### src/hdl/lpxf_pkg.sv
// ----------------------------------------------------------------------------
// lpxf_pkg
// Shared types and constants for the length-prefixed XOR framer.
// ----------------------------------------------------------------------------
package lpxf_pkg;

   localparam logic [7:0] START_BYTE = 8'hA5;
   localparam logic [7:0] END_BYTE   = 8'h5A;
   localparam logic [7:0] ZERO_BYTE  = 8'h00;

   localparam logic [7:0]  MODULE_ID_RESET    = 8'd1;
   localparam logic [15:0] BUFFER_LIMIT_RESET = 16'hFFFF;

   // frame overhead: start, module, four length bytes, check, end
   localparam logic [16:0] FRAME_OVERHEAD = 17'd8;

   // register index, taken from paddr[2]
   localparam logic REG_MODULE_ID    = 1'b0;
   localparam logic REG_BUFFER_LIMIT = 1'b1;

   // position of an output word within the words one input word causes
   typedef logic [3:0] step_type;
   localparam step_type STEP_START   = 4'd0;
   localparam step_type STEP_MODULE  = 4'd1;
   localparam step_type STEP_LEN0    = 4'd2;
   localparam step_type STEP_LEN1    = 4'd3;
   localparam step_type STEP_LEN2    = 4'd4;
   localparam step_type STEP_LEN3    = 4'd5;
   localparam step_type STEP_PAYLOAD = 4'd6;
   localparam step_type STEP_CHECK   = 4'd7;
   localparam step_type STEP_END     = 4'd8;

   typedef struct packed {
      logic [7:0]  module_id;
      logic [15:0] buffer_limit;
   } cfg_type;

   // everything the emitter needs to expand one input word
   typedef struct packed {
      logic        first;
      logic        last;
      logic [7:0]  payload;
      logic [7:0]  module_id;
      logic [15:0] length;
      logic [7:0]  check;
      logic        oversize;
   } desc_type;

endpackage

### src/hdl/lpxf_csr.sv
// ----------------------------------------------------------------------------
// lpxf_csr
// APB-style register file: module byte and buffer limit.
// ----------------------------------------------------------------------------
module lpxf_csr (
   input  logic              clock,
   input  logic              reset,
   input  logic              csr_psel,
   input  logic              csr_penable,
   input  logic              csr_pwrite,
   input  logic [2:0]        csr_paddr,
   input  logic [31:0]       csr_pwdata,
   output logic [31:0]       csr_prdata,
   output logic              csr_pready,
   output lpxf_pkg::cfg_type cfg
);
   import lpxf_pkg::*;

   logic [7:0]  module_id_ff, module_id_in;
   logic [15:0] buffer_limit_ff, buffer_limit_in;
   logic        wr_en;

   assign csr_pready = 1'b1;
   assign wr_en = csr_psel & csr_penable & csr_pwrite;

   always_comb begin
      module_id_in    = module_id_ff;
      buffer_limit_in = buffer_limit_ff;
      if (wr_en) begin
         case (csr_paddr[2])
            REG_MODULE_ID:    module_id_in    = csr_pwdata[7:0];
            REG_BUFFER_LIMIT: buffer_limit_in = csr_pwdata[15:0];
            default:          module_id_in    = module_id_ff;
         endcase
      end
   end

   always_ff @(posedge clock) begin
      if (reset) begin
         module_id_ff    <= MODULE_ID_RESET;
         buffer_limit_ff <= BUFFER_LIMIT_RESET;
      end else begin
         module_id_ff    <= module_id_in;
         buffer_limit_ff <= buffer_limit_in;
      end
   end

   always_comb begin
      case (csr_paddr[2])
         REG_MODULE_ID:    csr_prdata = {24'd0, module_id_ff};
         REG_BUFFER_LIMIT: csr_prdata = {16'd0, buffer_limit_ff};
         default:          csr_prdata = 32'd0;
      endcase
   end

   assign cfg.module_id    = module_id_ff;
   assign cfg.buffer_limit = buffer_limit_ff;

endmodule

### src/hdl/lpxf_frame.sv
// ----------------------------------------------------------------------------
// lpxf_frame
// Frame tracking: remaining count, running XOR and oversize decision.
// ----------------------------------------------------------------------------
module lpxf_frame (
   input  logic               clock,
   input  logic               reset,
   input  logic               accept,
   input  logic [7:0]         payload_byte,
   input  logic [15:0]        payload_length,
   input  lpxf_pkg::cfg_type  cfg,
   output lpxf_pkg::desc_type desc
);
   import lpxf_pkg::*;

   logic [15:0] remaining_ff, remaining_in;
   logic [7:0]  xor_ff, xor_in;
   logic        over_ff, over_in;

   logic        first;
   logic [15:0] length;
   logic [15:0] count;
   logic [7:0]  check;
   logic        over_cur;
   logic        last;

   always_comb begin
      first  = (remaining_ff == 16'd0);
      // zero length forms a one-byte frame
      length = (payload_length == 16'd0) ? 16'd1 : payload_length;
      count  = (first ? length : remaining_ff) - 16'd1;
      last   = (count == 16'd0);
      check  = (first ? 8'd0 : xor_ff) ^ payload_byte;
      over_cur = first ? (({1'b0, length} + FRAME_OVERHEAD) > {1'b0, cfg.buffer_limit})
                       : over_ff;
   end

   always_comb begin
      remaining_in = remaining_ff;
      xor_in       = xor_ff;
      over_in      = over_ff;
      if (accept) begin
         remaining_in = count;
         xor_in       = last ? 8'd0 : check;
         over_in      = last ? 1'b0 : over_cur;
      end
   end

   always_ff @(posedge clock) begin
      if (reset) begin
         remaining_ff <= 16'd0;
         xor_ff       <= 8'd0;
         over_ff      <= 1'b0;
      end else begin
         remaining_ff <= remaining_in;
         xor_ff       <= xor_in;
         over_ff      <= over_in;
      end
   end

   assign desc.first     = first;
   assign desc.last      = last;
   assign desc.payload   = payload_byte;
   assign desc.module_id = cfg.module_id;
   assign desc.length    = length;
   assign desc.check     = check;
   assign desc.oversize  = over_cur;

endmodule

### src/hdl/lpxf_emitter.sv
// ----------------------------------------------------------------------------
// lpxf_emitter
// Holds one expanded input word and steps its output words into the
// output register, one per cycle while the output is not stalled.
// ----------------------------------------------------------------------------
module lpxf_emitter (
   input  logic               clock,
   input  logic               reset,
   input  logic               load,
   input  lpxf_pkg::desc_type desc,
   output logic               take_ok,
   output logic               rsp_tvalid,
   input  logic               rsp_tready,
   output logic [7:0]         rsp_tdata,
   output logic               rsp_tlast,
   output logic [1:0]         rsp_tuser
);
   import lpxf_pkg::*;

   desc_type   desc_ff, desc_in;
   logic       held_ff, held_in;
   step_type   step_ff, step_in;
   logic       valid_ff, valid_in;
   logic [7:0] data_ff, data_in;
   logic       last_ff, last_in;
   logic [1:0] user_ff, user_in;

   logic       out_free;
   logic       move;
   step_type   end_step;
   logic [7:0] sel_byte;

   assign out_free = ~valid_ff | rsp_tready;
   assign move     = held_ff & out_free;
   assign end_step = desc_ff.last ? STEP_END : STEP_PAYLOAD;
   assign take_ok  = ~held_ff | (out_free & (step_ff == end_step));

   always_comb begin
      case (step_ff)
         STEP_START:   sel_byte = START_BYTE;
         STEP_MODULE:  sel_byte = desc_ff.module_id;
         STEP_LEN0:    sel_byte = desc_ff.length[7:0];
         STEP_LEN1:    sel_byte = desc_ff.length[15:8];
         STEP_LEN2:    sel_byte = ZERO_BYTE;
         STEP_LEN3:    sel_byte = ZERO_BYTE;
         STEP_PAYLOAD: sel_byte = desc_ff.payload;
         STEP_CHECK:   sel_byte = desc_ff.check;
         STEP_END:     sel_byte = END_BYTE;
         default:      sel_byte = ZERO_BYTE;
      endcase
   end

   always_comb begin
      desc_in  = desc_ff;
      held_in  = held_ff;
      step_in  = step_ff;
      valid_in = valid_ff & ~rsp_tready;
      data_in  = data_ff;
      last_in  = last_ff;
      user_in  = user_ff;
      if (move) begin
         valid_in = 1'b1;
         data_in  = sel_byte;
         last_in  = (step_ff == STEP_END);
         user_in  = {(step_ff == STEP_END) & desc_ff.oversize, step_ff == end_step};
         step_in  = step_ff + 4'd1;
         if (step_ff == end_step) begin
            held_in = 1'b0;
         end
      end
      if (load) begin
         desc_in = desc;
         held_in = 1'b1;
         step_in = desc.first ? STEP_START : STEP_PAYLOAD;
      end
   end

   always_ff @(posedge clock) begin
      if (reset) begin
         held_ff  <= 1'b0;
         valid_ff <= 1'b0;
      end else begin
         held_ff  <= held_in;
         valid_ff <= valid_in;
      end
   end

   always_ff @(posedge clock) begin
      desc_ff <= desc_in;
      step_ff <= step_in;
      data_ff <= data_in;
      last_ff <= last_in;
      user_ff <= user_in;
   end

   assign rsp_tvalid = valid_ff;
   assign rsp_tdata  = data_ff;
   assign rsp_tlast  = last_ff;
   assign rsp_tuser  = user_ff;

endmodule

### src/hdl/length_prefixed_xor_framer.sv
// ----------------------------------------------------------------------------
// length_prefixed_xor_framer
// Wraps a stream of payload bytes into length-prefixed frames with an XOR
// check byte.
// ----------------------------------------------------------------------------
// Usage:
//   req_* takes one payload word per handshake: the byte and a payload length
//   that is read only on the first byte of a frame (zero counts as one).
//   rsp_* gives the framed byte stream: 0xA5, module byte, four little-endian
//   length bytes, the payload, the XOR of the payload and 0x5A. rsp_tlast
//   marks the end byte, rsp_tuser[0] the last word an input word causes and
//   rsp_tuser[1] an oversize frame (length + 8 above buffer_limit), shown with
//   the end byte. module_id and buffer_limit sit on the csr_* port at 0x0 and
//   0x4 and are sampled on a frame's first byte.
//   An accepted word is registered in the hold register; its output words
//   then pass through the single output register at one per cycle while
//   rsp_tready allows: one word for a middle payload byte, seven for a
//   first byte, three for a last byte and nine for a one-byte frame.
//   The next input word is taken in the cycle its predecessor's last output
//   word moves into the output register. When rsp_tready is low, the output
//   word holds and req_tready stays low while a word is held and its next
//   output word cannot move.
//   Reset clears the open frame, the running XOR and both valid flags and
//   loads module_id = 1, buffer_limit = 65535.
// ----------------------------------------------------------------------------
module length_prefixed_xor_framer (
   input  logic        clock,
   input  logic        reset,
   input  logic        req_tvalid,
   output logic        req_tready,
   input  logic [23:0] req_tdata,   // [7:0] payload_byte, [23:8] payload_length
   output logic        rsp_tvalid,
   input  logic        rsp_tready,
   output logic [7:0]  rsp_tdata,   // [7:0] out_byte
   output logic        rsp_tlast,   // frame_last
   output logic [1:0]  rsp_tuser,   // [0] run_last, [1] oversize
   input  logic        csr_psel,
   input  logic        csr_penable,
   input  logic        csr_pwrite,
   input  logic [2:0]  csr_paddr,
   input  logic [31:0] csr_pwdata,
   output logic [31:0] csr_prdata,
   output logic        csr_pready
);
   import lpxf_pkg::*;

   cfg_type  cfg;
   desc_type desc;
   logic     take_ok;
   logic     accept;

   // take a word whenever the emitter has room for its expansion
   assign req_tready = take_ok;
   assign accept     = req_tvalid & take_ok;

   lpxf_csr u_csr (
      .clock       (clock),
      .reset       (reset),
      .csr_psel    (csr_psel),
      .csr_penable (csr_penable),
      .csr_pwrite  (csr_pwrite),
      .csr_paddr   (csr_paddr),
      .csr_pwdata  (csr_pwdata),
      .csr_prdata  (csr_prdata),
      .csr_pready  (csr_pready),
      .cfg         (cfg)
   );

   // advance frame state and describe the accepted word
   lpxf_frame u_frame (
      .clock          (clock),
      .reset          (reset),
      .accept         (accept),
      .payload_byte   (req_tdata[7:0]),
      .payload_length (req_tdata[23:8]),
      .cfg            (cfg),
      .desc           (desc)
   );

   // expand the described word into header, payload and trailer words
   lpxf_emitter u_emitter (
      .clock      (clock),
      .reset      (reset),
      .load       (accept),
      .desc       (desc),
      .take_ok    (take_ok),
      .rsp_tvalid (rsp_tvalid),
      .rsp_tready (rsp_tready),
      .rsp_tdata  (rsp_tdata),
      .rsp_tlast  (rsp_tlast),
      .rsp_tuser  (rsp_tuser)
   );

endmodule

### config.mk
export PLATFORM = sky130hd
export DESIGN_NAME = length_prefixed_xor_framer
export DESIGN_NICKNAME = d
export VERILOG_FILES = /design/src/hdl/lpxf_pkg.sv /design/src/hdl/lpxf_csr.sv /design/src/hdl/lpxf_frame.sv /design/src/hdl/lpxf_emitter.sv /design/src/hdl/length_prefixed_xor_framer.sv
export SDC_FILE = /design/constraint.sdc
export NUM_CORES = 1
export LEC_CHECK = 0
export ABC_AREA = 1
export ABC_CLOCK_PERIOD_IN_PS = 3400
export BUFFER_PORTS_ARGS = -buffer_cell sky130_fd_sc_hd__buf_2
export CAP_MARGIN = 20
export CORE_MARGIN = 2
export CORE_UTILIZATION = 56
export CTS_CLUSTER_SIZE = 40
export DETAILED_ROUTE_END_ITERATION = 7
export GPL_ROUTABILITY_DRIVEN = 0
export PLACE_DENSITY_LB_ADDON = 0.15
export SYNTH_ARGS = -nofsm -noshare
export SYNTH_HDL_FRONTEND = slang
export SYNTH_SLANG_ARGS = --single-unit
### constraint.sdc
create_clock -name clock -period 3.4 [get_ports clock]
set_input_delay 0.51 -clock clock [delete_from_list [all_inputs] [get_ports clock]]
set_output_delay 0.51 -clock clock [all_outputs]
set_load 0.02 [all_outputs]
After elaboration in Yosys (flattened, before gate mapping)
Cells that the tools add are included.
{"block": "totals", "out_inout_bits": 46, "wordCells": 67, "regBits": 108}
{"block": "classes", "n_eq_ne": 7, "order_cmp": 1, "muxes": 16, "n_reduce_logical": 9, "n_addsub": 3, "n_bitwise": 14}
{"cell": "case mux 32 bit (2 select lines)", "count": 1}
{"cell": "case mux 8 bit (7 select lines)", "count": 1}
{"cell": "zero test 16 bit", "count": 3}
{"cell": "2-to-1 mux 16 bit", "count": 2}
{"cell": "adder 16 x 4 -> 17 bit (second input constant)", "count": 1}
{"cell": "greater-than comparator 17 x 16 -> 1 bit", "count": 1}
{"cell": "2-to-1 mux 8 bit", "count": 2}
{"cell": "subtractor 16 x 1 -> 16 bit (second input constant)", "count": 1}
{"cell": "2-to-1 mux 4 bit", "count": 3}
{"cell": "== test 4 x 2 -> 1 bit (second input constant)", "count": 2}
{"cell": "== test 4 x 3 -> 1 bit (second input constant)", "count": 2}
{"cell": "bitwise XOR 8 bit", "count": 1}
{"cell": "bitwise AND 1 bit", "count": 7}
{"cell": "2-to-1 mux 1 bit", "count": 6}
{"cell": "AND reduction 2 bit", "count": 3}
{"cell": "adder 4 x 1 -> 4 bit (second input constant)", "count": 1}
{"cell": "== test 4 x 1 -> 1 bit (second input constant)", "count": 1}
{"cell": "== test 4 bit", "count": 1}
{"cell": "== test 4 bit (second input constant)", "count": 1}
{"cell": "zero test 4 bit", "count": 1}
{"cell": "inverter 1 bit", "count": 4}
{"cell": "nonzero test 2 bit", "count": 2}
{"cell": "2-to-1 mux 3 bit", "count": 1}
{"cell": "OR 1 bit", "count": 2}

Logic depth before layout (Yosys ltp)
Gate-level depths: netlist of the first run.
{"block": "depth", "ltp_word": 7, "ltp_mapped": 22}

Hierarchy
From an unflattened synthesis of the first run, not the netlist that was laid out.
{"block": "hier_totals", "hier_cells": 867, "area_unflattened_um2": 6677.7}
{"mod": "lpxf_frame", "seq_area_each_um2": 500.5, "area_per_inst_um2": 2964.1, "n_inst": 1, "cells_per_inst": 494}
{"mod": "lpxf_emitter", "seq_area_each_um2": 1751.7, "area_per_inst_um2": 2448.6, "n_inst": 1, "cells_per_inst": 186}
{"mod": "lpxf_csr", "seq_area_each_um2": 480.5, "area_per_inst_um2": 1257.5, "n_inst": 1, "cells_per_inst": 185}
{"mod": "length_prefixed_xor_framer", "seq_area_each_um2": 0.0, "area_per_inst_um2": 7.5, "n_inst": 1, "cells_per_inst": 2}

Worst setup path before layout of the first run
OpenSTA, ideal clock, no wires.
{"block": "synth_timing", "path_kind": "flip-flop to flip-flop", "startpoint": "register u_emitter.step_ff[2]", "endpoint": "register u_emitter.step_ff[2] (data pin)", "n_path_buf": 1, "path_slack_ps": 175, "t_arrival_ps": 3027, "stages_incl_launch_ff": 11, "t_required_ps": 3202, "period_less_slack_ps": 3225, "path_cell_list": "edfxtp_1 > inv_1 > nand4_1 > a21oi_1 > nand2_1 > nand2_1 > nand2_1 > inv_1 > buf_1 > nand2_1 > o31ai_1"}
{"block": "synth_between", "elab_chain_cells": 5, "elab_cells_between_ends": 7, "cone_classes": "add/sub (1); eq/ne (1); mux (2); bitwise (3)"}
{"element": "start: declaration", "line_no": "lpxf_emitter.sv:22", "source": "step_type step_ff, step_in;"}
{"element": "start signal: assignment", "line_no": "lpxf_emitter.sv:90", "source": "step_ff <= step_in;"}
{"element": "== test 4 bit", "line_no": "lpxf_emitter.sv:36", "source": "assign take_ok = ~held_ff | (out_free & (step_ff == end_step));"}
{"element": "bitwise AND 1 bit", "line_no": "lpxf_emitter.sv:36"}
{"element": "OR 1 bit", "line_no": "lpxf_emitter.sv:36"}
{"element": "named net req_tready", "line_no": "length_prefixed_xor_framer.sv:30", "source": "output logic req_tready,"}
{"element": "bitwise AND 1 bit", "line_no": "length_prefixed_xor_framer.sv:54", "source": "assign accept = req_tvalid & take_ok;"}
{"element": "named net accept", "line_no": "length_prefixed_xor_framer.sv:50", "source": "logic accept;"}
{"element": "2-to-1 mux 4 bit", "line_no": "lpxf_emitter.sv:71", "source": "if (load) begin"}
{"element": "named net u_emitter.step_in[2]", "line_no": "lpxf_emitter.sv:22"}
The timed path passes the listed nets, and every way through them passes these cells. The select of a mux whose other input is x is not followed.
A chain may end at the register's enable or synchronous reset.

Final worst setup path of the first run
{"block": "layout_timing", "startpoint": "register u_frame.remaining_ff[9]", "endpoint": "register u_frame.xor_ff[7]"}
{"block": "layout_between", "elab_chain_cells": 5, "elab_cells_between_ends": 7, "cone_classes": "add/sub (1); mux (3); bitwise (1); reduce/logical (2)"}
{"element": "start: declaration", "line_no": "lpxf_frame.sv:16", "source": "logic [15:0] remaining_ff, remaining_in;"}
{"element": "start signal: assignment", "line_no": "lpxf_frame.sv:55", "source": "remaining_ff <= remaining_in;"}
{"element": "zero test 16 bit", "line_no": "lpxf_frame.sv:28", "source": "first = (remaining_ff == 16'd0);"}
{"element": "2-to-1 mux 16 bit", "line_no": "lpxf_frame.sv:31", "source": "count = (first ? length : remaining_ff) - 16'd1;"}
{"element": "subtractor 16 x 1 -> 16 bit", "line_no": "lpxf_frame.sv:31"}
{"element": "named net u_frame.count[0]", "line_no": "lpxf_frame.sv:22", "source": "logic [15:0] count;"}
{"element": "zero test 16 bit", "line_no": "lpxf_frame.sv:32", "source": "last = (count == 16'd0);"}
{"element": "2-to-1 mux 8 bit", "line_no": "lpxf_frame.sv:44", "source": "xor_in = last ? 8'd0 : check;"}
{"element": "end signal: assignment", "line_no": "lpxf_frame.sv:56", "source": "xor_ff <= xor_in;"}
{"element": "end: declaration", "line_no": "lpxf_frame.sv:17", "source": "logic [7:0] xor_ff, xor_in;"}
The timed path passes the listed nets, and every way through them passes these cells.

==> results of run 1 <==
synth_stat cells:
master                      count  area (um^2)
sky130_fd_sc_hd__o31ai_1        1         7.51
sky130_fd_sc_hd__dfxtp_1       51         1020
sky130_fd_sc_hd__buf_4         17          128
sky130_fd_sc_hd__o2111ai_1      1         8.76
sky130_fd_sc_hd__nor2_4         2         22.5
sky130_fd_sc_hd__nand2_1      168          631
sky130_fd_sc_hd__nand4_1       12         75.1
sky130_fd_sc_hd__nor2_2         4         25.0
sky130_fd_sc_hd__nand3_4        1         17.5
sky130_fd_sc_hd__a21o_1         1         7.51
sky130_fd_sc_hd__o211ai_1       5         37.5
sky130_fd_sc_hd__clkbuf_2       1         5.00
sky130_fd_sc_hd__xnor2_2        1         16.3
sky130_fd_sc_hd__ha_1          23          288
sky130_fd_sc_hd__nand3b_1       7         52.6
sky130_fd_sc_hd__a211o_1        1         8.76
sky130_fd_sc_hd__o21ai_2        1         8.76
sky130_fd_sc_hd__a21oi_1       47          235
sky130_fd_sc_hd__conb_1         2         7.51
sky130_fd_sc_hd__edfxtp_1      57         1710
sky130_fd_sc_hd__a221oi_1       4         35.0
sky130_fd_sc_hd__o21bai_1       1         7.51
sky130_fd_sc_hd__nand2_4        1         11.3
sky130_fd_sc_hd__buf_6          2         22.5
sky130_fd_sc_hd__inv_1        118          443
sky130_fd_sc_hd__nor3_1         6         30.0
sky130_fd_sc_hd__buf_1          2         7.51
sky130_fd_sc_hd__inv_2          2         7.51
sky130_fd_sc_hd__a211oi_1       2         15.0
sky130_fd_sc_hd__xnor2_1        8         70.1
sky130_fd_sc_hd__nor4_1         2         12.5
sky130_fd_sc_hd__nand3_1       56          280
sky130_fd_sc_hd__o21ai_0       51          255
sky130_fd_sc_hd__clkbuf_1      31          116
sky130_fd_sc_hd__nor2_1        83          312
sky130_fd_sc_hd__o21a_1         1         7.51
sky130_fd_sc_hd__nand2_2        4         25.0
sky130_fd_sc_hd__xor2_1        11         96.3
sequential cells by signal, summed over array words and instances (netlist names), 2 cells and up:
register / count
u_csr.buffer_limit_ff: 16
u_csr.module_id_ff: 8
u_emitter.desc_ff: 42
u_emitter.rsp_tdata: 8
u_emitter.rsp_tuser: 2
u_emitter.step_ff: 4
u_frame.remaining_ff: 16
u_frame.xor_ff: 8
worst paths after layout:
path | startpoint | to | slack, ns | cells past startpoint
max | u_frame.remaining_ff[9] | u_frame.xor_ff[7] | 0.53 | 19
min | req_tdata[5] | u_emitter.desc_ff[38] | 0.32 | 1
max reg2reg | u_frame.remaining_ff[9] | u_frame.xor_ff[7] | 0.53 | 19
min reg2reg | u_csr.module_id_ff[5] | u_emitter.desc_ff[30] | 0.47 | 0
power by group:
part           internal [W]  switching [W]  leakage [nW]  total, W
clock              0.000381       0.000450         0.106  0.000831
combinational      0.000283       0.000623          2.23  0.000907
sequential          0.00152      0.0000648         0.968   0.00158
through the flow:
stage / setup slack, ns / cell area, um^2
after global placement: 0.309 / 6460
after CTS: 0.554 / 6680
after detailed placement: 0.218 / 6460
after floorplan: 0.175 / 6120
final: 0.528 / 6680
after global routing: 0.299 / 6680
critical path, stage by stage, from the launching register on:
cell,delay (ns)
sky130_fd_sc_hd__dfxtp_1,0.34
sky130_fd_sc_hd__nor2_1,0.11
sky130_fd_sc_hd__nand2_1,0.11
sky130_fd_sc_hd__nor2_4,0.37
sky130_fd_sc_hd__nand2_2,0.11
sky130_fd_sc_hd__inv_2,0.10
sky130_fd_sc_hd__nand2_2,0.08
sky130_fd_sc_hd__nand2_4,0.08
sky130_fd_sc_hd__inv_2,0.05
sky130_fd_sc_hd__ha_1,0.21
sky130_fd_sc_hd__nand3_1,0.13
sky130_fd_sc_hd__inv_1,0.07
sky130_fd_sc_hd__nand2_1,0.11
sky130_fd_sc_hd__o21ai_0,0.12
sky130_fd_sc_hd__nor2_1,0.15
sky130_fd_sc_hd__nand2_1,0.11
sky130_fd_sc_hd__nor2_2,0.14
sky130_fd_sc_hd__nand3_4,0.17
sky130_fd_sc_hd__nand2_1,0.11
sky130_fd_sc_hd__a21oi_1,0.07
routing by layer:
metal	global-route usage (%)	share of wire, %
met1	33.3	43
met5	0	0
met2	42.5	48
met4	11.6	2.7
met3	3.25	6.4
logic make-up (layout without fill, tap and decap cells):
family / Yosys count / after routing / synth area share [%]
AND/OR/NAND/NOR: 346 / 346 / 24.6
flip-flops: 108 / 108 / 45.0
AO/OA/AOI/OAI: 116 / 116 / 10.5
other: 2 / 17 / 0.124
adder cells (fa/ha/maj): 23 / 23 / 4.74
XOR/XNOR: 20 / 20 / 3.01
buffers and inverters: 173 / 218 / 12.0
area by class of cell:
cell class,instances,share of cell area [%]
clock buffers,12,2.81
clock inverters,4,0.487
inverters,120,6.74
multi-input cells,522,39.9
flip-flops and latches,108,40.9
well taps,140,2.62
repair buffers,82,6.56
==> summary.log, run 1 <==
qor: drt.drt-total-wl 14400 um
qor: yosys.synth.distinct_cells 38
qor: grt.grt_overflow 0
qor: critical_path.worst-path-max-fanout 19
qor: cts.cts-root-to-sink-buffers 2
qor: floorplan.floorplan.initialDensity 56.7%
qor: yosys.synth_warnings 0
qor: cts.cts.sink_count 108
qor: yosys.syn-mean-instance-area 7.70 um^2
qor: yosys.synthCells 788
qor: run_status.outcome complete, no violations
qor: yosys.syn_area 0.00607 mm^2
qor: critical_path.worst-endpoint-arrival 3.13 ns
qor: yosys.synth-seq-cells 108
qor: layout.n_fill_cell 959
qor: timing.finalHoldViolCount 0
qor: min_path.hold_path.class in -> reg
qor: place.numPlacedInstances 972
qor: layout.antenna-diode-count 0
qor: cts.clk_pin_slew 0.10 ns
qor: drt.first_pass_iters 7
qor: layout.synthToLayoutAreaGrowth 10.1%
qor: cts.cts-buffers-inserted 9
qor: critical_path.critPathKind reg -> reg
qor: power_and_ir_drop.static-leakage-power 3.31 nW
qor: layout.final_nets 932
qor: floorplan.design.core.area 0.0107 mm^2
qor: cts.htreeDepth 3
qor: timing.slew_limit_fails 0
qor: floorplan.io_pins 112
qor: layout.sequential_cell_area 0.00273 mm^2
qor: drt.drc 0
qor: floorplan.die_height 108 um
qor: power_and_ir_drop.worst_ir_drop_vdd 0.242 mV
qor: critical_path.cp-end-kind register
qor: power_and_ir_drop.power.density_cell_area 497 mW/mm^2
qor: drt.avgViaCountPerCell 5.34
qor: place.dp.final_hpwl 10900 um
qor: cts.clockRootBuffer sky130_fd_sc_hd__clkbuf_8
qor: timing.unrepaired_setup_endpoints_after_global_routing no
qor: drt.drtAntennaViolNets 0
qor: critical_path.required_arrival_time_at_the_worst_endpoint 3.66 ns
qor: power_and_ir_drop.total_power 0.00332 W
qor: timing.achievable-frequency 0.348 GHz
qor: drt.wire_per_inst 14.6 um
qor: job.max-cap-violations 0
qor: critical_path.crit_path_start_kind register
qor: drt.drt_first_iter_violations 379
qor: cts.cts_tree done
qor: grt.number_of_antenna_violations_at_the_first_check_in_global_routing 0
qor: cts.post_cts.resized_instances 0
qor: grt.number_of_global_route_vias_before_repair 4809
qor: timing.period_share 84.5%
qor: layout.multi_input_area 0.00266 mm^2
qor: grt.total_track_usage 25.5%
qor: layout.final_core_util 62.4%
qor: drt.vias 5275
qor: floorplan.placement_rows 38
qor: place.port-buffer-count 76
qor: timing.timing.setup.tns 0 ns
qor: grt.grt_first_pass_wirelength 22900 um
qor: yosys.synth_sequential_area_ratio 45.0%
qor: timing.post-route-min-period 2.87 ns
qor: timing.worst-slew-pin-transition 0.882 ns
qor: timing.maxSlewHeadroom 41.0%
qor: cts.clk_latency 0.38 ns
qor: layout.drive_gt1_share 13.6%
qor: cts.cts.hold.buffers_added 0
qor: layout.most-common-layout-cells sky130_fd_sc_hd__nand2_1 (168), sky130_fd_sc_hd__inv_1 (117), sky130_fd_sc_hd__nor2_1 (83)
qor: grt.grt_max_degree 45
qor: layout.layout_commonest_cell sky130_fd_sc_hd__nand2_1
qor: timing.setup_violations 0
qor: layout.fin_cells 988
qor: floorplan.die_area 0.0117 mm^2
qor: cts.post-cts-setup-buffers 0
qor: timing.finalHoldWorstSlack 0.324 ns
qor: timing.fin_worst_skew 0.0123 ns
qor: floorplan.die_x 108 um
(Power assumes the default switching activity.)
==> inputs of run 2 (changes only) <==
ABC_AREA = 0   (was 1)
ABC_CLOCK_PERIOD_IN_PS = 2500   (was 3400)
CORE_UTILIZATION = 51   (was 56)
clock period = 2.5 ns   (was 3.4 ns; I/O delays follow)
==> summary.log, run 2 <==
qor: yosys.synth_top_area_share 28.8%
qor: place.numPlacedInstances 889
qor: timing.post-route-min-period 3.35 ns
qor: cts.clk_latency 0.35 ns
qor: layout.drive_gt1_share 32.9%
qor: yosys.synth_async_sr_flop_share 0%
qor: cts.cts-buffers-inserted 9
qor: floorplan.design.core.area 0.0114 mm^2
qor: power_and_ir_drop.power.density_cell_area 1360 mW/mm^2
qor: power_and_ir_drop.static-leakage-power 3.17 nW
qor: cts.htreeDepth 3
qor: yosys.synthCells 629
qor: power_and_ir_drop.worst_ir_drop_vdd 1.07 mV
qor: layout.final_core_util 65.8%
qor: min_path.hold_path_startpoint req_tdata[4]
qor: layout.fin_cells 910
qor: critical_path.worst-path-max-fanout 10
qor: drt.drc 0
qor: critical_path.required_arrival_time_at_the_worst_endpoint 2.74 ns
qor: timing.setup_slack -0.850 ns
qor: yosys.synth_edf_count 57
qor: floorplan.placement_rows 39
qor: cts.cts_tree done
qor: timing.finalHoldWorstSlack 0.225 ns
qor: timing.achievable-frequency 0.299 GHz
qor: min_path.hold_path.class in -> reg
qor: yosys.syn-mean-instance-area 9.44 um^2
qor: grt.grt_max_degree 32
qor: grt.number_of_antenna_violations_at_the_first_check_in_global_routing 0
qor: layout.synthToLayoutAreaGrowth 25.9%
qor: grt.grt_overflow 0
qor: floorplan.io_pins 112
qor: timing.setup_violations 24
qor: critical_path.worst-endpoint-arrival 3.59 ns
qor: drt.drt-total-wl 16400 um
qor: layout.largest_register_ff_count 42
qor: grt.total_track_usage 25.9%
qor: cts.cts-root-to-sink-buffers 2
qor: floorplan.die_height 112 um
qor: yosys.synth-seq-cells 108
qor: timing.period_share 134%
qor: place.port-buffer-count 76
qor: grt.number_of_global_route_vias_before_repair 5000
qor: yosys.netlist_top_cells_area sky130_fd_sc_hd__edfxtp_1 (29%), sky130_fd_sc_hd__dfxtp_1 (17%), sky130_fd_sc_hd__ha_1 (4.8%)
qor: drt.drtAntennaViolNets 0
qor: yosys.synthMostInstantiatedCell sky130_fd_sc_hd__nand2_1
qor: place.dp.final_hpwl 12100 um
qor: yosys.synth_warnings 0
qor: yosys.synth_common_cells sky130_fd_sc_hd__nand2_1 (73), sky130_fd_sc_hd__edfxtp_1 (57), sky130_fd_sc_hd__nor2_1 (56)
qor: yosys.synth.distinct_cells 64
qor: timing.unrepaired_setup_endpoints_after_global_routing yes
qor: layout.antenna-diode-count 0
qor: timing.timing.setup.tns -11.77 ns
qor: layout.final_nets 852
qor: timing.fin_worst_skew 0.00681 ns
qor: place.dpl_worst_slack -0.823 ns
qor: drt.vias 5287
qor: yosys.synth_top_area_cell sky130_fd_sc_hd__edfxtp_1
qor: timing.maxSlewHeadroom 34.0%
qor: layout.largest_register u_emitter.desc_ff
qor: drt.avgViaCountPerCell 5.81
qor: cts.cts.sink_count 108
qor: floorplan.die_x 112 um
qor: critical_path.worst-r2r-cell-count 13
qor: floorplan.die_area 0.0125 mm^2
qor: layout.most-common-layout-cells sky130_fd_sc_hd__buf_4 (94), sky130_fd_sc_hd__buf_2 (74), sky130_fd_sc_hd__nand2_1 (72)
qor: job.max-cap-violations 0
qor: critical_path.cp-end-kind register
qor: timing.finalHoldViolCount 0
qor: yosys.synth_top_flop_cell sky130_fd_sc_hd__edfxtp_1
qor: critical_path.crit_path_start_kind register
qor: yosys.synth_sequential_area_ratio 46.0%
qor: drt.wire_per_inst 18.0 um
qor: drt.first_pass_iters 5
qor: cts.clk_pin_slew 0.07 ns
qor: layout.reg_top3 u_emitter.desc_ff (42), u_csr.buffer_limit_ff (16), u_frame.remaining_ff (16)
qor: critical_path.critical_path.reg2reg.startpoint u_frame.remaining_ff[9]
qor: cts.clockRootBuffer sky130_fd_sc_hd__clkbuf_16
qor: timing.slew_limit_fails 0
qor: critical_path.critPathLaunch u_frame.remaining_ff[9]
qor: grt.grt_first_pass_wirelength 25500 um
qor: run_status.violations negative setup slack
qor: layout.layout_commonest_cell sky130_fd_sc_hd__buf_4
qor: timing.worst-slew-pin-transition 0.988 ns
qor: floorplan.floorplan.initialDensity 52.3%
qor: critical_path.critPathKind reg -> reg
qor: run_status.outcome finished, violations left
qor: yosys.syn_area 0.00594 mm^2
qor: min_path.holdPathStages 1
qor: drt.drt_first_iter_violations 346
run 2: changes by cell type after synthesis, sizes merged, moves of 12 or more:
cell	change
nor4	+13
nor2	-33
nand2	-100
o211ai	+13
and2	+12
a31o	+12
inv	-93
nand3	-44
o21ai	-41
mux2	+12
run 2: final timing paths:
check,end,slack (ns)
setup / recovery,u_frame.xor_ff[3],-0.85
hold / removal,u_emitter.desc_ff[37],0.22
setup reg to reg,u_frame.xor_ff[3],-0.85
hold reg to reg,u_emitter.desc_ff[27],0.46
run 2: area by class of cell:
class	count	area [um^2]
Clock buffer	10	229
Clock inverter	5	37.5
Fill cell	930	3890
Inverter	28	108
Multi-Input combinational cell	444	3070
Sequential cell	108	2730
Tap cell	143	179
Timing Repair Buffer	172	1130
run 2: routing by layer:
metal / vias up / track usage (%) / routed length (um)
li1: 2487 / - / -
met3: 61 / 4.90 / 978
met4: 0 / 9.96 / 564
met5: - / 0 / 0
met2: 215 / 42.6 / 8080
met1: 2524 / 34.0 / 6790
run 2: where the power goes:
group          leakage (nW)  switching (W)  internal (W)
registers             0.966       0.000127       0.00221
logic                  2.08        0.00350       0.00297
clock network         0.125       0.000661      0.000677
total                  3.17        0.00429       0.00586
run 2: critical path, cell delays in order (launching register included):
cell and delay [ns]:
sky130_fd_sc_hd__dfxtp_2 0.32, sky130_fd_sc_hd__or4_4 0.53, sky130_fd_sc_hd__or4_4 0.47, sky130_fd_sc_hd__nor2_4 0.14
sky130_fd_sc_hd__buf_4 0.14, sky130_fd_sc_hd__a21oi_2 0.06, sky130_fd_sc_hd__ha_2 0.19, sky130_fd_sc_hd__nand2_2 0.07
sky130_fd_sc_hd__a311oi_4 0.05, sky130_fd_sc_hd__a221oi_1 0.35, sky130_fd_sc_hd__a211oi_2 0.12, sky130_fd_sc_hd__nor4_4 0.34
sky130_fd_sc_hd__nand4_4 0.22, sky130_fd_sc_hd__a31o_1 0.24
run 2: logic make-up after synthesis:
kind of cell	Yosys count	synth area share, %
muxes	14	2.61
DFF	108	46.0
other	2	0.126
buffers and inverters	92	7.18
AOI/OAI and AO/OA	136	15.9
adders and majority gates	23	4.84
xor gates and xnor gates	27	3.98
and+or+nand+nor	227	19.4
run 2: what timing repair did:
item / 4_1_cts / 5_1_grt
endpoints found under the setup margin: 23 / 25
gates cloned: 0 / 0
hold buffers: 0 / 0
gates resized for setup: 11 / 23
endpoints found under the hold margin: 0 / 0
buffers inserted: 6 / 5
pin swaps: 8 / 20
run 2: stage by stage:
step / power, W / instance area (um^2)
2_1_floorplan: 0.00603 / 6150
3_3_place_gp: 0.00804 / 7020
3_5_place_dp: 0.00814 / 7020
4_1_cts: 0.00983 / 7380
5_1_grt: 0.0106 / 7480
6_report: 0.0101 / 7480
